$ cat src/rtl/selrc_pkg.sv
// Shared types, character codes and helper functions for the framed message receiver.
// Used by every module of the receiver; depends on nothing else.
package selrc_pkg;

    localparam int MAX_FRAME_DEF = 1024;

    localparam int BYTE_W = 8;
    localparam int LEN_W  = 10;
    localparam int DECL_W = 14;
    localparam int VERD_W = 3;
    localparam int ODATA_W = 40;

    localparam logic [LEN_W-1:0] MAX_LEN_RST = 10'd1019;

    localparam logic [BYTE_W-1:0] CH_STX = 8'h02;
    localparam logic [BYTE_W-1:0] CH_ETX = 8'h03;
    localparam logic [BYTE_W-1:0] CH_ACK = 8'h06;
    localparam logic [BYTE_W-1:0] CH_NAK = 8'h15;

    localparam logic KIND_BYTE = 1'b0;
    localparam logic KIND_IDLE = 1'b1;

    localparam logic OKIND_DATA    = 1'b0;
    localparam logic OKIND_VERDICT = 1'b1;

    localparam int Q_DEPTH = 2;
    localparam int Q_AW    = 1;

    typedef enum logic [VERD_W-1:0] {
        VD_OK      = 3'd0,
        VD_BAD_ETX = 3'd1,
        VD_BAD_LRC = 3'd2,
        VD_BAD_LEN = 3'd3,
        VD_GAP     = 3'd4
    } t_verdict;

    typedef enum logic [5:0] {
        PH_HUNT   = 6'b000001,
        PH_LEN_HI = 6'b000010,
        PH_LEN_LO = 6'b000100,
        PH_DATA   = 6'b001000,
        PH_ETX    = 6'b010000,
        PH_LRC    = 6'b100000
    } t_phase;

    typedef struct packed {
        logic              is_verdict;
        logic [BYTE_W-1:0] data;
        logic [LEN_W-1:0]  index;
        t_verdict          verdict;
        logic [LEN_W-1:0]  length;
    } t_cmd;

    function automatic logic bcd_ok(input logic [BYTE_W-1:0] b);
        return (b[7:4] <= 4'd9) && (b[3:0] <= 4'd9);
    endfunction

    function automatic logic [6:0] bcd_val(input logic [BYTE_W-1:0] b);
        logic [6:0] tens;
        tens = {3'd0, b[7:4]};
        return 7'((tens << 3) + (tens << 1) + {3'd0, b[3:0]});
    endfunction

endpackage

$ cat src/rtl/stx_etx_lrc_frame_receiver_unit.sv
// Results pass through the command queue and then the output register after the input
// byte that causes them. Throughput: one input event per cycle while the queue is not
// full, set by the parser step and a two-entry command queue that decouples the parser
// from the output register. Reset (synchronous, active low) returns the parser to STX
// hunting, empties the queue and output register, and loads the length limit with 1019.
module stx_etx_lrc_frame_receiver_unit
    import selrc_pkg::*;
#(
    parameter int MAX_FRAME = MAX_FRAME_DEF
) (
    input  logic               i_clk,
    input  logic               i_rst_n,
    input  logic               i_cfg_we,
    input  logic [LEN_W-1:0]   i_cfg_wdata,
    input  logic               s_axis_tvalid,
    output logic               s_axis_tready,
    input  logic [BYTE_W-1:0]  s_axis_tdata,   // [7:0] rx_byte
    input  logic               s_axis_tuser,   // [0] kind
    output logic               m_axis_tvalid,
    input  logic               m_axis_tready,
    // [7:0] payload_byte, [17:8] payload_index, [20:18] verdict,
    // [28:21] reply_byte, [38:29] frame_length, [39] zero
    output logic [ODATA_W-1:0] m_axis_tdata,
    output logic               m_axis_tuser,   // [0] out_kind
    output logic               m_axis_tlast
);

    logic q_full;
    logic q_empty;
    logic q_pop;
    logic cmd_valid;
    t_cmd cmd_in;
    t_cmd cmd_out;

    selrc_front #(
        .MAX_FRAME (MAX_FRAME)
    ) u_front (
        .i_clk       (i_clk),
        .i_rst_n     (i_rst_n),
        .i_cfg_we    (i_cfg_we),
        .i_cfg_wdata (i_cfg_wdata),
        .i_valid     (s_axis_tvalid),
        .o_ready     (s_axis_tready),
        .i_kind      (s_axis_tuser),
        .i_byte      (s_axis_tdata),
        .i_q_full    (q_full),
        .o_cmd_valid (cmd_valid),
        .o_cmd       (cmd_in)
    );

    selrc_queue u_queue (
        .i_clk   (i_clk),
        .i_rst_n (i_rst_n),
        .i_push  (cmd_valid),
        .i_cmd   (cmd_in),
        .o_full  (q_full),
        .i_pop   (q_pop),
        .o_empty (q_empty),
        .o_cmd   (cmd_out)
    );

    selrc_back u_back (
        .i_clk     (i_clk),
        .i_rst_n   (i_rst_n),
        .i_q_empty (q_empty),
        .i_cmd     (cmd_out),
        .o_pop     (q_pop),
        .o_valid   (m_axis_tvalid),
        .i_ready   (m_axis_tready),
        .o_data    (m_axis_tdata),
        .o_user    (m_axis_tuser),
        .o_last    (m_axis_tlast)
    );

endmodule

$ cat src/rtl/selrc_front.sv
// Front part of the receiver: frame parser that classifies each incoming event.
// Depends on selrc_pkg; feeds commands into selrc_queue.
module selrc_front
    import selrc_pkg::*;
#(
    parameter int MAX_FRAME = MAX_FRAME_DEF
) (
    input  logic              i_clk,
    input  logic              i_rst_n,
    input  logic              i_cfg_we,
    input  logic [LEN_W-1:0]  i_cfg_wdata,
    input  logic              i_valid,
    output logic              o_ready,
    input  logic              i_kind,
    input  logic [BYTE_W-1:0] i_byte,
    input  logic              i_q_full,
    output logic              o_cmd_valid,
    output t_cmd              o_cmd
);

    localparam logic [DECL_W-1:0] LEN_CAP = DECL_W'(MAX_FRAME - 5);

    t_phase             r_phase, n_phase;
    logic [LEN_W-1:0]   r_len, n_len;
    logic [LEN_W-1:0]   r_cnt, n_cnt;
    logic [BYTE_W-1:0]  r_lrc, n_lrc;
    logic [6:0]         r_hi_val, n_hi_val;
    logic               r_hi_ok, n_hi_ok;
    logic [LEN_W-1:0]   r_max_len;

    logic               accept;
    logic               emit;
    t_cmd               cmd;
    logic [DECL_W-1:0]  decl;
    logic [DECL_W-1:0]  limit;
    logic [LEN_W:0]     cnt_inc;

    assign o_ready = !i_q_full;
    assign accept  = i_valid && !i_q_full;

    always_comb begin
        decl  = DECL_W'({7'd0, r_hi_val} * 14'd100) + DECL_W'(bcd_val(i_byte));
        limit = ({4'd0, r_max_len} > LEN_CAP) ? LEN_CAP : {4'd0, r_max_len};
        cnt_inc = {1'b0, r_cnt} + 11'd1;
    end

    always_comb begin
        n_phase  = r_phase;
        n_len    = r_len;
        n_cnt    = r_cnt;
        n_lrc    = r_lrc;
        n_hi_val = r_hi_val;
        n_hi_ok  = r_hi_ok;
        emit     = 1'b0;
        cmd      = '{is_verdict: 1'b1, data: '0, index: '0, verdict: VD_OK, length: r_len};

        if (i_kind == KIND_IDLE) begin
            if (r_phase != PH_HUNT && r_phase != 6'd0) begin
                emit        = 1'b1;
                cmd.verdict = VD_GAP;
                n_phase     = PH_HUNT;
            end
        end else begin
            unique case (r_phase)
                PH_LEN_HI: begin
                    n_hi_val = bcd_val(i_byte);
                    n_hi_ok  = bcd_ok(i_byte);
                    n_lrc    = r_lrc ^ i_byte;
                    n_phase  = PH_LEN_LO;
                end
                PH_LEN_LO: begin
                    n_lrc = r_lrc ^ i_byte;
                    if (!r_hi_ok || !bcd_ok(i_byte)) begin
                        emit        = 1'b1;
                        cmd.verdict = VD_BAD_LEN;
                        cmd.length  = '0;
                        n_len       = '0;
                        n_phase     = PH_HUNT;
                    end else if (decl > limit) begin
                        emit        = 1'b1;
                        cmd.verdict = VD_BAD_LEN;
                        cmd.length  = decl[LEN_W-1:0];
                        n_len       = decl[LEN_W-1:0];
                        n_phase     = PH_HUNT;
                    end else begin
                        n_len   = decl[LEN_W-1:0];
                        n_cnt   = '0;
                        n_phase = (decl == '0) ? PH_ETX : PH_DATA;
                    end
                end
                PH_DATA: begin
                    n_lrc          = r_lrc ^ i_byte;
                    emit           = 1'b1;
                    cmd.is_verdict = 1'b0;
                    cmd.data       = i_byte;
                    cmd.index      = r_cnt;
                    cmd.length     = '0;
                    n_cnt          = cnt_inc[LEN_W-1:0];
                    if (cnt_inc >= {1'b0, r_len}) begin
                        n_phase = PH_ETX;
                    end
                end
                PH_ETX: begin
                    if (i_byte != CH_ETX) begin
                        emit        = 1'b1;
                        cmd.verdict = VD_BAD_ETX;
                        n_phase     = PH_HUNT;
                    end else begin
                        n_lrc   = r_lrc ^ i_byte;
                        n_phase = PH_LRC;
                    end
                end
                PH_LRC: begin
                    emit        = 1'b1;
                    cmd.verdict = ((r_lrc ^ i_byte) == '0) ? VD_OK : VD_BAD_LRC;
                    n_phase     = PH_HUNT;
                end
                default: begin
                    n_phase = PH_HUNT;
                    if (i_byte == CH_STX) begin
                        n_phase = PH_LEN_HI;
                        n_lrc   = '0;
                        n_cnt   = '0;
                        n_len   = '0;
                    end
                end
            endcase
        end
    end

    assign o_cmd_valid = accept && emit;
    assign o_cmd       = cmd;

    always_ff @(posedge i_clk) begin
        if (!i_rst_n) begin
            r_phase   <= PH_HUNT;
            r_len     <= '0;
            r_cnt     <= '0;
            r_lrc     <= '0;
            r_hi_val  <= '0;
            r_hi_ok   <= 1'b0;
            r_max_len <= MAX_LEN_RST;
        end else begin
            if (i_cfg_we) begin
                r_max_len <= i_cfg_wdata;
            end
            if (accept) begin
                r_phase  <= n_phase;
                r_len    <= n_len;
                r_cnt    <= n_cnt;
                r_lrc    <= n_lrc;
                r_hi_val <= n_hi_val;
                r_hi_ok  <= n_hi_ok;
            end
        end
    end

endmodule

$ cat src/rtl/selrc_queue.sv
// Short command queue between the parser and the output stage.
// Depends on selrc_pkg for the command type and queue depth.
module selrc_queue
    import selrc_pkg::*;
(
    input  logic i_clk,
    input  logic i_rst_n,
    input  logic i_push,
    input  t_cmd i_cmd,
    output logic o_full,
    input  logic i_pop,
    output logic o_empty,
    output t_cmd o_cmd
);

    t_cmd              r_mem [Q_DEPTH];
    logic [Q_AW-1:0]   r_wptr;
    logic [Q_AW-1:0]   r_rptr;
    logic [Q_AW:0]     r_count;

    assign o_full  = (r_count == (Q_AW+1)'(Q_DEPTH));
    assign o_empty = (r_count == '0);
    assign o_cmd   = r_mem[r_rptr];

    always_ff @(posedge i_clk) begin
        if (!i_rst_n) begin
            r_wptr  <= '0;
            r_rptr  <= '0;
            r_count <= '0;
        end else begin
            if (i_push) begin
                r_wptr <= r_wptr + 1'b1;
            end
            if (i_pop) begin
                r_rptr <= r_rptr + 1'b1;
            end
            if (i_push && !i_pop) begin
                r_count <= r_count + 1'b1;
            end else if (!i_push && i_pop) begin
                r_count <= r_count - 1'b1;
            end
        end
    end

    always_ff @(posedge i_clk) begin
        if (i_push) begin
            r_mem[r_wptr] <= i_cmd;
        end
    end

endmodule

$ cat src/rtl/selrc_back.sv
// Back part of the receiver: turns queued commands into result transactions.
// Depends on selrc_pkg; drains selrc_queue into the output register.
module selrc_back
    import selrc_pkg::*;
(
    input  logic               i_clk,
    input  logic               i_rst_n,
    input  logic               i_q_empty,
    input  t_cmd               i_cmd,
    output logic               o_pop,
    output logic               o_valid,
    input  logic               i_ready,
    output logic [ODATA_W-1:0] o_data,
    output logic               o_user,
    output logic               o_last
);

    logic               r_valid;
    logic [ODATA_W-1:0] r_data, n_data;
    logic               r_user;
    logic               r_last;
    logic [BYTE_W-1:0]  reply;

    assign o_pop = !i_q_empty && (!r_valid || i_ready);

    always_comb begin
        reply = '0;
        if (i_cmd.is_verdict) begin
            reply = (i_cmd.verdict == VD_OK) ? CH_ACK : CH_NAK;
        end
        n_data = {1'b0, i_cmd.length, reply, i_cmd.verdict, i_cmd.index, i_cmd.data};
    end

    always_ff @(posedge i_clk) begin
        if (!i_rst_n) begin
            r_valid <= 1'b0;
        end else if (o_pop) begin
            r_valid <= 1'b1;
        end else if (i_ready) begin
            r_valid <= 1'b0;
        end
    end

    always_ff @(posedge i_clk) begin
        if (o_pop) begin
            r_data <= n_data;
            r_user <= i_cmd.is_verdict ? OKIND_VERDICT : OKIND_DATA;
            r_last <= i_cmd.is_verdict;
        end
    end

    assign o_valid = r_valid;
    assign o_data  = r_data;
    assign o_user  = r_user;
    assign o_last  = r_last;

endmodule
$ cat config.mk
export PLATFORM = sky130hd
export DESIGN_NAME = stx_etx_lrc_frame_receiver_unit
export DESIGN_NICKNAME = d
export VERILOG_FILES = /design/src/rtl/selrc_pkg.sv /design/src/rtl/stx_etx_lrc_frame_receiver_unit.sv /design/src/rtl/selrc_front.sv /design/src/rtl/selrc_queue.sv /design/src/rtl/selrc_back.sv
export SDC_FILE = /design/constraint.sdc
export NUM_CORES = 1
export LEC_CHECK = 0
export ABC_AREA = 1
export ABC_CLOCK_PERIOD_IN_PS = 6900
export BUFFER_PORTS_ARGS = -buffer_cell sky130_fd_sc_hd__buf_2
export CORE_ASPECT_RATIO = 1.5
export CORE_UTILIZATION = 60
export DETAILED_ROUTE_END_ITERATION = 10
export HOLD_SLACK_MARGIN = 0.1
export PLACE_DENSITY = 0.8
export SLEW_MARGIN = 20
export SYNTH_ARGS = -nofsm -noshare
export SYNTH_HDL_FRONTEND = slang
export SYNTH_SLANG_ARGS = --single-unit
$ cat constraint.sdc
create_clock -name i_clk -period 6.9 [get_ports i_clk]
set_input_delay 0.345 -clock i_clk [delete_from_list [all_inputs] [get_ports i_clk]]
set_output_delay 0.345 -clock i_clk [all_outputs]
set_load 0.005 [all_outputs]
; ---- Yosys cells after proc, flatten, opt, wreduce, memory -nomap -nowiden
; Memories as Yosys holds them, arrays and structs flattened. A register that Yosys moved wholly into a read port is not among the register bits.
; Index checks and enable logic that the tools add are counted.
[word_totals]
ff_bits = 98
ram_bits = 64
in_bits = 24
out_inout_bits = 44
wordCells = 130
n_memories = 1
[memory_table]
columns = name, words, word_bits, rd, rd_ports_with_merged_regs, write_ports, line
row1 = u_queue.r_mem, 2, 32, 1, 1, 1, selrc_queue.sv:16  ; t_cmd r_mem [Q_DEPTH];
[classes]
n_addsub = 8
mul = 1
order_cmp = 5
eq_ne = 14
n_mux = 46
n_bitwise = 5
reduce_logical = 35
[ops]
columns = op, count
row1 = 2-to-1 mux 10 bit, 6
row2 = one-hot mux 10 bit (2 select lines), 2
row3 = 2-to-1 mux 19 bit, 2
row4 = 2-to-1 mux 6 bit, 6
row5 = one-hot mux 10 bit (3 select lines), 1
row6 = one-hot mux 6 bit (5 select lines), 1
row7 = one-hot mux 8 bit (3 select lines), 1
row8 = 2-to-1 mux 8 bit, 2
row9 = adder 14 x 7 -> 14 bit, 1
row10 = > comparator 14 bit, 1
row11 = logical NOT 14 bit, 1
row12 = 2-to-1 mux 1 bit, 13
row13 = 2-to-1 mux 13 bit, 1
row14 = "multiplier 7 x 5 -> 12 bit, second input constant", 1
row15 = 2-to-1 mux 12 bit, 1
row16 = "adder 10 x 1 -> 11 bit, second input constant", 1
row17 = >= comparator 11 x 10 -> 1 bit, 1
row18 = "> comparator 10 bit, second input constant", 1
row19 = 2-to-1 mux 5 bit, 2
row20 = one-hot mux 3 bit (3 select lines), 1
row21 = "== test 8 x 2 -> 1 bit, second input constant", 1
row22 = "<= comparator 4 bit, second input constant", 2
row23 = logical NOT 8 bit, 1
row24 = 2-to-1 mux 2 bit, 4
row25 = 35 further kinds, 60

; ---- Logic depth before layout (Yosys ltp)
; Gate-level depths: netlist of the first run.
[depth]
word_depth = 13
depth_mapped = 31
ltp_nobuf = 31

; ---- Hierarchy
; A second synthesis of the first run with hierarchy kept.
[hier_totals]
cells_unflattened = 893
area_unflattened_um2 = 8459.4
[modules_own_cells]
columns = mod, instances, cells_each, area_each_um2, seq_area_each_um2
row1 = selrc_front, 1, 703, 4590.7, 1041.0
row2 = selrc_queue, 1, 135, 2693.8, 2021.9
row3 = selrc_back, 1, 55, 1174.9, 1071.0

; ---- Worst setup path after synthesis of the first run
; Ideal clock, no wire load.
[synth_path]
path_type = input to register
start = input s_axis_tdata[3]
end = memory u_queue.r_mem[0][0] in the netlist's numbering, enable pin
setup_time_ns = 0.421
arrival_ns = 5.349
required_time_ns = 6.479
setup_slack_ns = 1.130
path_stages = 26
n_path_buf = 0
cell_sequence = inv_1 -> fa_1 -> inv_1 -> fa_1 -> a21oi_1 -> o21bai_1 -> xor2_1 -> ha_1 -> inv_1 -> nor2_1 -> inv_1 -> o22ai_1 -> inv_1 -> nand2_1 -> xnor2_1 -> ha_1 -> nand4_1 -> inv_1 -> a21oi_1 -> a31oi_1 -> inv_1 -> nand3_4 -> nand2_4 -> nand3_1 -> nand2_1 -> nor2_1
[synth_via]
elab_chain_cells = 10
word_cells_on_any_way = 16
cone_classes = add/sub (2) / order compare (2) / eq/ne (1) / mux (7) / reduce/logical (4)
[synth_rtl]
columns = element, line
row1 = "start, declared", stx_etx_lrc_frame_receiver_unit.sv:17  ; input logic [BYTE_W-1:0] s_axis_tdata,
row2 = adder 7 x 4 -> 7 bit or <= comparator 4 bit (tied branches), "selrc_pkg.sv:61, selrc_pkg.sv:55"
row3 = adder 14 x 7 -> 14 bit or logical AND 1 bit (tied branches), "selrc_front.sv:42, selrc_pkg.sv:55"
row4 = > comparator 14 bit or logical NOT 1 bit (tied branches), "selrc_front.sv:79, selrc_front.sv:73"
row5 = 2-to-1 mux 1 bit or logical OR 1 bit (tied branches), "selrc_front.sv:79, selrc_front.sv:73"
row6 = 2-to-1 mux 1 bit, selrc_front.sv:73  ; if (!r_hi_ok || !bcd_ok(i_byte)) begin
row7 = one-hot mux 1 bit (3 select lines) *, selrc_front.sv:64  ; unique case (r_phase)
row8 = 2-to-1 mux 1 bit *, selrc_front.sv:57  ; if (i_kind == KIND_IDLE) begin
row9 = logical AND 1 bit *, selrc_front.sv:131  ; assign o_cmd_valid = accept && emit;
row10 = 2-to-1 mux 1 bit *, selrc_queue.sv:46  ; if (i_push) begin
row11 = 2-to-1 mux 1 bit (not written as such) *, selrc_queue.sv:47  ; r_mem[r_wptr] <= i_cmd;
row12 = "end, declared", selrc_queue.sv:16
; Every way passes the cells marked *; elsewhere a longest branch is shown, timed or not.

; ---- Worst setup path after layout of the first run
[layout_path]
start = input s_axis_tdata[3]
end = register u_queue.r_count[1]
[layout_via]
elab_chain_cells = 11
word_cells_on_any_way = 19
cone_classes = add/sub (2) / order compare (2) / eq/ne (1) / mux (6) / reduce/logical (8)
[layout_rtl]
columns = element, line
row1 = adder 7 x 4 -> 7 bit or <= comparator 4 bit (tied branches), "selrc_pkg.sv:61, selrc_pkg.sv:55"
row2 = adder 14 x 7 -> 14 bit or logical AND 1 bit (tied branches), "selrc_front.sv:42, selrc_pkg.sv:55"
row3 = > comparator 14 bit or logical NOT 1 bit (tied branches), "selrc_front.sv:79, selrc_front.sv:73"
row4 = 2-to-1 mux 1 bit or logical OR 1 bit (tied branches), "selrc_front.sv:79, selrc_front.sv:73"
row5 = 2-to-1 mux 1 bit, selrc_front.sv:73
row6 = one-hot mux 1 bit (3 select lines) *, selrc_front.sv:64
row7 = 2-to-1 mux 1 bit *, selrc_front.sv:57
row8 = logical AND 1 bit *, selrc_front.sv:131
row9 = named net cmd_valid, stx_etx_lrc_frame_receiver_unit.sv:31  ; logic cmd_valid;
row10 = logical NOT 1 bit, selrc_queue.sv:39  ; end else if (!i_push && i_pop) begin
row11 = logical AND 1 bit, selrc_queue.sv:39
row12 = nonzero test 2 bit (no line), -
row13 = "end signal, assigned", selrc_queue.sv:38  ; r_count <= r_count + 1'b1;
row14 = "end signal, assigned", selrc_queue.sv:40  ; r_count <= r_count - 1'b1;
row15 = "end, declared", selrc_queue.sv:19  ; logic [Q_AW:0] r_count;
; The timed path passes the listed nets; every way through them passes the cells marked *.
; A chain may end at the register's enable or synchronous reset.

==> impl_results.rst, run 1 <==
.. list-table::
   :header-rows: 1

   * - Metric
     - Value
   * - Status
     - finished with violations
   * - Violated checks
     - design-rule violations
   * - Gr ovfl total
     - 0
   * - Worst-margin pin slew
     - 727 ps
   * - CP startpoint kind
     - input pin
   * - Worst Slack Setup Final
     - 1770 ps
   * - Endpoint kind of the worst setup timing path
     - register
   * - Mean number of vias per cell
     - 5.58
   * - Total Routed Length
     - 16,500 um
   * - Setup Slack @ Placement
     - 1390 ps
   * - Antenna cell count
     - 0
   * - FF+latch area
     - 4130 sq um
   * - Setup TNS
     - 0 ps
   * - Final Hold Viols
     - 0
   * - Unique cell type count in the Yosys netlist
     - 46
   * - Average instance area after synthesis
     - 9.57 sq um
   * - Maximum level of the CTS H-tree
     - 4
   * - Worst Path Required
     - 7200 ps
   * - Ys Warns
     - 0
   * - Flop and latch count out of synthesis
     - 157
   * - Number of filler instances in the final layout
     - 1,002
   * - Cell with the most instances after synthesis
     - sky130_fd_sc_hd__inv_1
   * - Footprint of the multi-input gates
     - 3610 sq um
   * - Critical path origin
     - s_axis_tdata[3]
   * - Highest Clock Rate
     - 0.195 GHz
   * - Cell with the largest stage delay on the worst path
     - sky130_fd_sc_hd__fa_1
   * - Sinks on the clock net
     - 157
   * - Critical R2R Launch
     - u_front.r_hi_val[2]$_SDFFE_PN0P_
   * - Die Span X
     - 98.2 um
   * - Min Clock Period, post-route
     - 5130 ps
   * - Critical Path Max Stage Delay
     - 550 ps
   * - Worst min-delay path category
     - input pin to register
   * - Routed len/inst
     - 14.8 um
   * - Finish-stage setup viols
     - 0
   * - Fraction of synthesized cell area taken by the top area cell type
     - 35.7%
   * - Clock Latency Late Sink
     - 420 ps
   * - Setup Crit Path Kind
     - input pin to register
   * - Number of gates given a new drive strength after cts
     - 0
   * - Antenna Nets Post-Route
     - 0
   * - Die Area
     - 14,400 sq um
   * - Power density over cell area
     - 306 nW/um^2
   * - Die outline height
     - 146 um
   * - Largest driver fanout on the critical path
     - 16
   * - EDFF count, synth
     - 99
   * - Nets
     - 1,025
   * - Effective utilization at floorplan
     - 61.6%
   * - IR Drop Worst-Case VDD
     - 0.000213 V
   * - Fraction of registers with async set/reset
     - 0%
   * - PnR Total Power
     - 2.88 mW
   * - Vias in the first global route
     - 6,024
   * - Boundary Pins
     - 68
   * - Max-slew violation total from the final report
     - 0
   * - Sequential element share of the synthesized area
     - 49.6%
   * - Detailed-placement wirelength estimate
     - 12,100 um
   * - Largest net degree at the start of global routing
     - 40
   * - Static power due to leakage
     - 4.06 nW
   * - Final Wtd Congestion
     - 0.899
   * - Cell area after technology mapping
     - 8330 sq um
   * - Number of buffers created by CTS
     - 17
   * - Final cycle utilization of the critical path
     - 74.3%
   * - Placement Rows
     - 52
   * - CTS Hold Buffers Added
     - 0
   * - Count of routing violations after the opening detailed-route iteration
     - 428
   * - Largest buffer count on any clock path
     - 2
   * - Remaining design rule violation count
     - 5
   * - Arrival @ worst endpoint
     - 5430 ps
   * - Leading post-synthesis cells by instance count
     - sky130_fd_sc_hd__inv_1, sky130_fd_sc_hd__nand2_1, sky130_fd_sc_hd__edfxtp_1
   * - Most frequent CP cell
     - sky130_fd_sc_hd__inv_1
   * - Fin Hold WS
     - 131 ps
   * - Global-route wire length before repair
     - 26,900 um
   * - Number of antenna violations at the first check in global routing
     - 0
   * - Setup repair after global routing missed its margin
     - no
   * - Final core utilization
     - 69.5%
   * - Leading area contributor after synthesis
     - sky130_fd_sc_hd__edfxtp_1
   * - Top post-synthesis cells by area
     - sky130_fd_sc_hd__edfxtp_1, sky130_fd_sc_hd__dfxtp_1, sky130_fd_sc_hd__ha_1
   * - Signed area change from the synthesized netlist to the final layout
     - 13.0%
   * - Cell chosen for the clock root
     - sky130_fd_sc_hd__clkbuf_16
   * - Total vias in the final route
     - 6,197
   * - Max-capacitance violation count
     - 0
   * - Core ar.
     - 13,500 sq um
   * - Worst clock skew on the final layout
     - 9.11 ps
   * - TritonCTS clock tree
     - built
   * - Fraction of final layout cells sized beyond drive strength 1
     - 16.5%
   * - # port buffers
     - 62
   * - Clock slew at the register clock pins of the worst setup and hold paths
     - 70 ps
   * - Router iterations before antenna repair
     - 11
   * - Global-route usage over all layers
     - 23.8%
   * - Cell count after synthesis
     - 871
   * - Origin of the worst min-delay path
     - i_cfg_wdata[3]
   * - Total setup buffers inserted after CTS
     - 0
   * - Normalized max-slew margin
     - 51.2%
   * - Most common flop cell mapped by yosys
     - sky130_fd_sc_hd__edfxtp_1
per-stage QoR:
| step | std cells | area [sq um] |
|---|---|---|
| 4_1_cts | 1111 | 9410 |
| 3_3_place_gp | 1079 | 8780 |
| 3_5_place_dp | 1079 | 8780 |
| 6_report | 1111 | 9410 |
| 2_1_floorplan | 875 | 8350 |
| 5_1_grt | 1111 | 9410 |
flip-flops by register name, summed over array words and instances, names as in the netlist, named ones only:
signal,count
u_front.r_cnt,10
u_back.o_valid,1
u_queue.r_count,2
u_front.r_hi_ok,1
u_front.r_max_len,10
u_back.o_last,1
u_front.r_hi_val,7
u_queue.r_rptr,1
u_back.o_data,34
u_front.r_lrc,8
u_queue.r_wptr,1
u_front.r_len,10
u_front.r_phase,6
u_queue.r_mem,64
power breakdown:
group	switching, mW	internal [mW]	total, mW
registers	0.0487	1.23	1.28
logic	0.375	0.243	0.618
clock network	0.402	0.585	0.987
total	0.826	2.06	2.88
cell type report:
| type | instances | share of cell area [%] |
|---|---|---|
| timing repair buffer | 68 | 3.78 |
| sequential | 157 | 43.9 |
| tap | 162 | 2.15 |
| clock buffer | 18 | 4.56 |
| clock inverter | 14 | 2.11 |
| inverter | 127 | 5.07 |
| multi-input combinational | 565 | 38.4 |
critical path: cells and delay by family:
kind / cells / cell delay (ps)
xor gates and xnor gates: 2 / 370
AOI/OAI and AO/OA: 9 / 1080
buffers and inverters: 9 / 730
adders and majority gates: 5 / 1970
and+or+nand+nor: 7 / 910
logic make-up (layout without fill, tap and decap cells):
| group | Yosys count | in the layout | share of synthesized area, % |
|---|---|---|---|
| muxes | 28 | 28 | 3.78 |
| DFF | 157 | 157 | 49.6 |
| AOI/OAI and AO/OA | 139 | 139 | 9.25 |
| buffers and inverters | 153 | 227 | 7.34 |
| other | 1 | 5 | 0.0450 |
| and+or+nand+nor | 301 | 301 | 16.7 |
| xor gates and xnor gates | 27 | 27 | 3.02 |
| adders and majority gates | 65 | 65 | 10.2 |
final timing paths:
check | endpoint | slack, ps | cells past startpoint
worst max register to register | u_queue.r_count[1]$_SDFFE_PN0P_ | 1800 | 25
worst min register to register | u_front.r_hi_ok$_SDFFE_PN0P_ | 460 | 2
worst min-delay path | u_front.r_max_len[3]$_SDFFE_PN1P_ | 130 | 3
worst max-delay path | u_queue.r_count[1]$_SDFFE_PN0P_ | 1770 | 32
layer usage:
metal / part of all wire [%] / vias up / GRT usage, %
met5: 0 / - / 0
met4: 3.8 / 0 / 12.1
met3: 4.0 / 51 / 4.93
met2: 53 / 190 / 44.5
met1: 39 / 2860 / 24.8
li1: - / 3096 / -
layout by cell type (no fill, tap or decap), drive strengths merged, types with 7 or more instances in the layout:
cell type | netlist | final
edfxtp | 99 | 99
nand4 | 22 | 22
o21ai | 41 | 41
buf | 10 | 68
ha | 60 | 60
a22oi | 8 | 8
nor3 | 11 | 11
inv | 127 | 134
nor2 | 91 | 91
mux2 | 28 | 28
o22ai | 8 | 8
clkbuf | 16 | 18
xor2 | 23 | 23
nand3 | 41 | 41
nor4 | 9 | 9
a21oi | 63 | 63
dfxtp | 58 | 58
a211oi | 7 | 7
nand2 | 122 | 122
No activity file was read; power rests on OpenSTA's default activity.
==> run 2, diff against run 1 <==
- ABC_CLOCK_PERIOD_IN_PS: 6900 -> 4800
- clock period: 6.9 -> 4.8 ns (I/O delays scaled with it)
==> impl_results.rst, run 2 (synthesized netlist as in run 1, its figures left out) <==
.. list-table::
   :header-rows: 1

   * - Metric
     - Value
   * - Setup Slack @ Placement
     - -234 ps (-1620 ps)
   * - Antenna Nets Post-Route
     - 0 (unchanged)
   * - Fraction of final layout cells sized beyond drive strength 1
     - 20.9% (+4.3 points)
   * - Final std cells w/o fill
     - 1,150 (+3.5%)
   * - Largest buffer count on any clock path
     - 2 (unchanged)
   * - Largest net degree at the start of global routing
     - 41 (+2.5%)
   * - Met2 routed WL
     - 9620 um (+9.5%)
   * - Gr ovfl total
     - 0 (unchanged)
   * - PnR Total Power
     - 4.10 mW (+42%)
   * - Detailed-placement wirelength estimate
     - 12,500 um (+3.5%)
   * - Signed area change from the synthesized netlist to the final layout
     - 18.2%
   * - Endpoint kind of the worst setup timing path
     - register
   * - Antenna cell count
     - 0 (unchanged)
   * - Routed len/inst
     - 15.2 um (+2.2%)
   * - Commonest cells after routing, fill and taps aside
     - sky130_fd_sc_hd__inv_1, sky130_fd_sc_hd__nand2_1, sky130_fd_sc_hd__edfxtp_1
   * - Maximum level of the CTS H-tree
     - 4 (unchanged)
   * - Number of antenna violations at the first check in global routing
     - 0 (unchanged)
   * - Die Span X
     - 98.2 um (unchanged)
   * - Most frequent CP cell
     - sky130_fd_sc_hd__a21oi_1
   * - Detailed-routing wirelength on met1
     - 6630 um (+3.3%)
   * - Number of flip-flops in the largest register
     - 64 (unchanged)
   * - Global-route wire length before repair
     - 28,300 um (+5.3%)
   * - Vias in the first global route
     - 6,315 (+4.8%)
   * - Cell total after placement
     - 1,105 (+2.4%)
   * - Global-route usage over all layers
     - 24.8% (+1.1 points)
   * - Normalized max-slew margin
     - 43.5% (-7.7 points)
   * - Most frequent standard cell in the layout excluding fill and tap cells
     - sky130_fd_sc_hd__inv_1
   * - Largest driver fanout on the critical path
     - 3 (-13)
   * - Remaining design rule violation count
     - 7 (+2)
   * - Final cycle utilization of the critical path
     - 93.6%
   * - Number of buffers created by CTS
     - 17 (unchanged)
   * - TritonCTS clock tree
     - built
   * - Max-capacitance violation count
     - 0 (unchanged)
   * - Met3 wire len
     - 682 um (+3.8%)
   * - Total vias in the final route
     - 6,418 (+3.6%)
   * - Min Clock Period, post-route
     - 4490 ps
   * - Power density over cell area
     - 417 nW/um^2 (+36%)
   * - Static power due to leakage
     - 4.25 nW (+4.7%)
   * - CP startpoint kind
     - input pin
   * - Finish-stage setup viols
     - 0 (unchanged)
   * - Setup TNS
     - 0 ps (unchanged)
   * - Fin Hold WS
     - 175 ps (+43.9 ps)
   * - Highest Clock Rate
     - 0.223 GHz
   * - Total Routed Length
     - 17,400 um (+5.8%)
   * - Max-slew violation total from the final report
     - 0 (unchanged)
   * - Total cell area at the placement stage
     - 9050 sq um (+3.0%)
   * - Violated checks
     - design-rule violations
   * - Mean number of vias per cell
     - 5.58 (about the same)
   * - Die outline height
     - 146 um (unchanged)
   * - Final core utilization
     - 72.8% (+3.2 points)
   * - Effective utilization at floorplan
     - 61.6% (unchanged)
   * - Core ar.
     - 13,500 sq um (unchanged)
   * - Worst clock skew on the final layout
     - 8.70 ps (-0.407 ps)
   * - Placement Rows
     - 52 (unchanged)
   * - Worst Slack Setup Final
     - 308 ps (-1460 ps)
   * - Design Area, Final
     - 9850 sq um (+4.6%)
   * - Die Area
     - 14,400 sq um (unchanged)
   * - Final Wtd Congestion
     - 0.902 (+0.40%)
   * - Worst Path Required
     - 5110 ps (-2090 ps)
   * - Uppermost layer routed
     - met4
   * - Clock Latency Late Sink
     - 420 ps (about the same)
   * - Status
     - finished with violations
   * - # port buffers
     - 62 (unchanged)
   * - Boundary Pins
     - 68 (unchanged)
   * - Clock slew at the register clock pins of the worst setup and hold paths
     - 60 ps (about the same)
   * - Worst-margin pin slew
     - 844 ps (+117 ps)
   * - Reg with most FFs
     - u_queue.r_mem
   * - IR Drop Worst-Case VDD
     - 0.000225 V (+5.7%)
   * - Critical Path Max Stage Delay
     - 560 ps (about the same)
   * - Setup Crit Path Kind
     - input pin to register
   * - Arrival @ worst endpoint
     - 4800 ps (-630 ps)
   * - Sinks on the clock net
     - 157 (unchanged)
   * - Nets
     - 1,064 (+3.8%)
   * - Router iterations before antenna repair
     - 11 (unchanged)
   * - Worst min-delay path category
     - input pin to register
   * - Cell chosen for the clock root
     - sky130_fd_sc_hd__clkbuf_16
   * - Cell with the largest stage delay on the worst path
     - sky130_fd_sc_hd__fa_1
   * - Count of routing violations after the opening detailed-route iteration
     - 325 (-24%)
   * - Final Hold Viols
     - 0 (unchanged)
==> run 2: where the power goes <==
group	switching, mW	total (mW)	internal (mW)
clock network	0.559	1.28	0.724
logic	0.567	0.978	0.410
registers	0.0749	1.84	1.77
==> run 2: repair_timing <==
| item | 4_1_cts | 5_1_grt |
|---|---|---|
| pin swaps | 0 | 6 |
| resized for setup | 1 | 22 |
| hold endpoints to repair | 10 | 0 |
| setup buffers | 0 | 3 |
| endpoints found under the setup margin | 1 | 65 |
| hold buffers | 10 | 0 |
==> run 2: layout make-up <==
| class | count | area [sq um] |
|---|---|---|
| clock buffers | 18 | 429 |
| multi-input cells | 565 | 3730 |
| clock inverters | 14 | 134 |
| inverters | 127 | 480 |
| fillers | 988 | 3690 |
| flip-flops and latches | 157 | 4140 |
| repair buffers | 107 | 736 |
| well taps | 162 | 203 |
==> run 2: layer usage <==
metal,global-route usage (%),up-vias
met1,25.7,3031
met3,4.50,42
met5,0,-
met4,11.0,0
li1,-,3170
met2,47.9,175
==> run 2: path summary, 6_finish.rpt <==
| kind | startpoint | endpoint | slack [ps] | depth (start not counted) |
|---|---|---|---|---|
| max | s_axis_tdata[3] | u_queue.r_count[1]$_SDFFE_PN0P_ | 310 | 29 |
| min | s_axis_tdata[0] | u_front.r_len[0]$_SDFFE_PN0P_ | 170 | 3 |
| max reg2reg | u_front.r_hi_val[2]$_SDFFE_PN0P_ | u_queue.r_count[1]$_SDFFE_PN0P_ | 390 | 25 |
| min reg2reg | u_front.r_max_len[0]$_SDFFE_PN1P_ | u_front.r_max_len[0]$_SDFFE_PN1P_ | 450 | 2 |
==> run 2: worst max-delay path: cells and delay by family <==
| kind | cells | cell delay [ps] |
|---|---|---|
| buffers and inverters | 6 | 530 |
| adders and majority gates | 5 | 1830 |
| AOI/OAI and AO/OA | 10 | 1180 |
| xor gates and xnor gates | 2 | 480 |
| and+or+nand+nor | 6 | 530 |
==> run 3, diff against run 2 <==
- ABC_AREA: 1 -> not set
==> impl_results.rst, run 3 <==
.. list-table::
   :header-rows: 1

   * - Metric
     - Value
   * - Number of antenna violations at the first check in global routing
     - 0 (unchanged)
   * - Arrival @ worst endpoint
     - 5270 ps (+470 ps)
   * - Power density over cell area
     - 364 nW/um^2 (-13%)
   * - Global-route wire length before repair
     - 32,200 um (+14%)
   * - Max-capacitance violation count
     - 0 (unchanged)
   * - Max-slew violation total from the final report
     - 0 (unchanged)
   * - Endpoint kind of the worst setup timing path
     - register
   * - Setup TNS
     - -2490 ps (-2490 ps)
   * - Setup repair after global routing missed its margin
     - yes
   * - Router iterations before antenna repair
     - 11 (unchanged)
   * - Cell count after synthesis
     - 753 (-14%)
   * - Setup Crit Path Kind
     - register to register
   * - Cell area after technology mapping
     - 8290 sq um (-0.53%)
   * - Largest buffer count on any clock path
     - 2 (unchanged)
   * - Sequential element share of the synthesized area
     - 49.9% (+0.26 points)
   * - Nets
     - 974 (-8.5%)
   * - Worst-margin pin slew
     - 970 ps (+125 ps)
   * - Sinks on the clock net
     - 157 (unchanged)
   * - IR Drop Worst-Case VDD
     - 0.000279 V (+24%)
   * - Total Routed Length
     - 21,200 um (+22%)
   * - Violated checks
     - design-rule violations, negative setup slack
   * - Worst Path Required
     - 5100 ps (about the same)
   * - Number of flip-flops in the largest register
     - 64 (unchanged)
   * - Reg with most FFs
     - u_queue.r_mem
   * - Clock Latency Late Sink
     - 430 ps (about the same)
   * - Remaining design rule violation count
     - 7 (unchanged)
   * - Normalized max-slew margin
     - 34.9% (-8.6 points)
   * - Fraction of synthesized cell area taken by the top area cell type
     - 35.9% (+0.19 points)
   * - Placement Rows
     - 52 (unchanged)
   * - PnR Total Power
     - 3.77 mW (-8.1%)
   * - CP startpoint kind
     - register
   * - Cell chosen for the clock root
     - sky130_fd_sc_hd__clkbuf_16
   * - Die Area
     - 14,300 sq um (-0.52%)
   * - Number of filler instances in the final layout
     - 773 (-22%)
   * - Static power due to leakage
     - 4.13 nW (-2.7%)
   * - Cell total after placement
     - 994 (-10%)
   * - Design Area, Final
     - 10,400 sq um (+5.2%)
   * - Fraction of final layout cells sized beyond drive strength 1
     - 28.4% (+7.5 points)
   * - Highest Clock Rate
     - 0.202 GHz (-9.5%)
   * - Average instance area after synthesis
     - 11.0 sq um (+15%)
   * - EDFF count, synth
     - 99 (unchanged)
   * - Cell count of the worst hold path
     - 4 (+1)
   * - Path depth of the worst reg2reg path
     - 20 (-20%)
   * - Number of buffers created by CTS
     - 17 (unchanged)
   * - Cell with the most instances after synthesis
     - sky130_fd_sc_hd__edfxtp_1
   * - Antenna Nets Post-Route
     - 0 (unchanged)
   * - Ys Warns
     - 0 (unchanged)
   * - Flop and latch count out of synthesis
     - 157 (unchanged)
   * - Final Hold Viols
     - 0 (unchanged)
   * - Final std cells w/o fill
     - 1,060 (-7.8%)
   * - Vias in the first global route
     - 6,634 (+5.1%)
   * - Signed area change from the synthesized netlist to the final layout
     - 25.0%
   * - Worst min-delay path category
     - input pin to register
   * - Final Wtd Congestion
     - 0.931 (+3.2%)
   * - Die Span X
     - 98.0 um (-0.26%)
   * - Count of routing violations after the opening detailed-route iteration
     - 722 (+120%)
   * - Setup Slack @ Placement
     - -602 ps (-369 ps)
   * - Boundary Pins
     - 68 (unchanged)
   * - Gr ovfl total
     - 0 (unchanged)
   * - Mean number of vias per cell
     - 6.33 (+13%)
   * - Routed len/inst
     - 20.0 um (+32%)
   * - Largest net degree at the start of global routing
     - 38 (-7.3%)
   * - # port buffers
     - 62 (unchanged)
   * - Fraction of registers with async set/reset
     - 0% (unchanged)
   * - Status
     - finished with violations
   * - Leading area contributor after synthesis
     - sky130_fd_sc_hd__edfxtp_1
   * - Worst Slack Setup Final
     - -162 ps (-470 ps)
   * - Maximum level of the CTS H-tree
     - 4 (unchanged)
   * - Most frequent standard cell in the layout excluding fill and tap cells
     - sky130_fd_sc_hd__edfxtp_1
   * - Clock slew at the register clock pins of the worst setup and hold paths
     - 70 ps (about the same)
   * - Detailed-placement wirelength estimate
     - 13,500 um (+8.5%)
   * - Die outline height
     - 146 um (-0.26%)
   * - Min Clock Period, post-route
     - 4960 ps (+470 ps)
   * - Unique cell type count in the Yosys netlist
     - 65 (+41%)
   * - TritonCTS clock tree
     - built
   * - Largest driver fanout on the critical path
     - 5 (+2)
   * - Commonest cells after routing, fill and taps aside
     - sky130_fd_sc_hd__edfxtp_1, sky130_fd_sc_hd__nor2_1, sky130_fd_sc_hd__buf_4
   * - Most common flop cell mapped by yosys
     - sky130_fd_sc_hd__edfxtp_1
   * - Top post-synthesis cells by area
     - sky130_fd_sc_hd__edfxtp_1, sky130_fd_sc_hd__dfxtp_1, sky130_fd_sc_hd__ha_1
   * - Total cell area at the placement stage
     - 9090 sq um (+0.47%)
   * - Core ar.
     - 13,500 sq um (-0.48%)
   * - Final cycle utilization of the critical path
     - 103% (+9.8 points)
   * - Antenna cell count
     - 0 (unchanged)
   * - Finish-stage setup viols
     - 66 (+66)
   * - Total vias in the final route
     - 6,705 (+4.5%)
   * - Global-route usage over all layers
     - 29.2% (+4.3 points)
   * - Leading post-synthesis cells by instance count
     - sky130_fd_sc_hd__edfxtp_1, sky130_fd_sc_hd__nor2_1, sky130_fd_sc_hd__ha_1
   * - Effective utilization at floorplan
     - 61.5% (about the same)
   * - Worst clock skew on the final layout
     - 10.2 ps (+1.45 ps)
-- run 3: where the power goes --
group          switching [mW]  leakage, nW  internal [mW]
Sequential             0.0456         1.36           1.63
Clock                   0.591        0.309          0.842
Combinational           0.351         2.46          0.308
Total                   0.987         4.13           2.78
-- run 3: cell families after synthesis --
group	Yosys count	share of synthesized area, %
AND/OR/NAND/NOR	229	14.2
flip-flops	157	49.9
AO/OA/AOI/OAI	144	12.2
buffers and inverters	78	3.86
adder cells (fa/ha/maj)	65	10.3
multiplexers	46	6.05
XOR/XNOR	33	3.49
other	1	0.0452
-- run 3: per-stage QoR --
stage          utilization [%]  hold slack [ps]
5_1_grt                   76.9              175
6_report                  76.9              178
4_1_cts                   75.1              176
2_1_floorplan                -              368
3_3_place_gp              67.5              457
3_5_place_dp              67.5              463
-- run 3: cell type report --
class,count,area [sq um],area share (%)
multi-input combinational,523,4100,39.6
inverter,41,166,1.61
clock buffer,18,429,4.14
timing repair buffer,145,1120,10.8
sequential,157,4140,40.0
clock inverter,14,201,1.94
tap,162,203,1.96
-- run 3: worst max-delay path, stage by stage (launching register included) --
cell                        delay (ps)
sky130_fd_sc_hd__dfxtp_4           370
sky130_fd_sc_hd__ha_4              280
sky130_fd_sc_hd__ha_4              190
sky130_fd_sc_hd__fa_1              530
sky130_fd_sc_hd__ha_4              230
sky130_fd_sc_hd__xor2_4            200
sky130_fd_sc_hd__or4_1             550
sky130_fd_sc_hd__nand4bb_1         170
sky130_fd_sc_hd__ha_1              270
sky130_fd_sc_hd__nand2_1            90
sky130_fd_sc_hd__o21a_1            130
sky130_fd_sc_hd__a21o_1            150
sky130_fd_sc_hd__a21oi_2            50
sky130_fd_sc_hd__buf_4             140
sky130_fd_sc_hd__a2111oi_4         340
sky130_fd_sc_hd__o22ai_4           130
sky130_fd_sc_hd__o21a_4            250
sky130_fd_sc_hd__ha_4              240
sky130_fd_sc_hd__buf_6             110
sky130_fd_sc_hd__o21ai_0           290
sky130_fd_sc_hd__a21oi_2           100
-- run 3: timing repair --
action	4_1_cts	5_1_grt
buffers inserted	10	13
gates resized for setup	28	34
setup endpoints to repair	103	100
hold endpoints to repair	10	0
gates cloned	3	4
hold buffers	10	0
pin swaps	24	12
-- run 3: final timing paths --
path                                                          end                              start  slack [ps]
worst min-delay path                  u_back.o_valid$_SDFFE_PN0P_                      m_axis_tready         180
worst max-delay path              u_queue.r_count[1]$_SDFFE_PN0P_   u_front.r_hi_val[2]$_SDFFE_PN0P_        -160
worst min register to register  u_front.r_max_len[1]$_SDFFE_PN1P_  u_front.r_max_len[1]$_SDFFE_PN1P_         490
worst max register to register    u_queue.r_count[1]$_SDFFE_PN0P_   u_front.r_hi_val[2]$_SDFFE_PN0P_        -160
-- run 3: layer usage --
metal	up-vias	GRT usage, %	part of all wire [%]
met4	0	17.9	6.2
met2	368	54.3	54
met3	116	6.24	6.1
met5	-	0	0
li1	3038	-	-
met1	3183	29.1	34
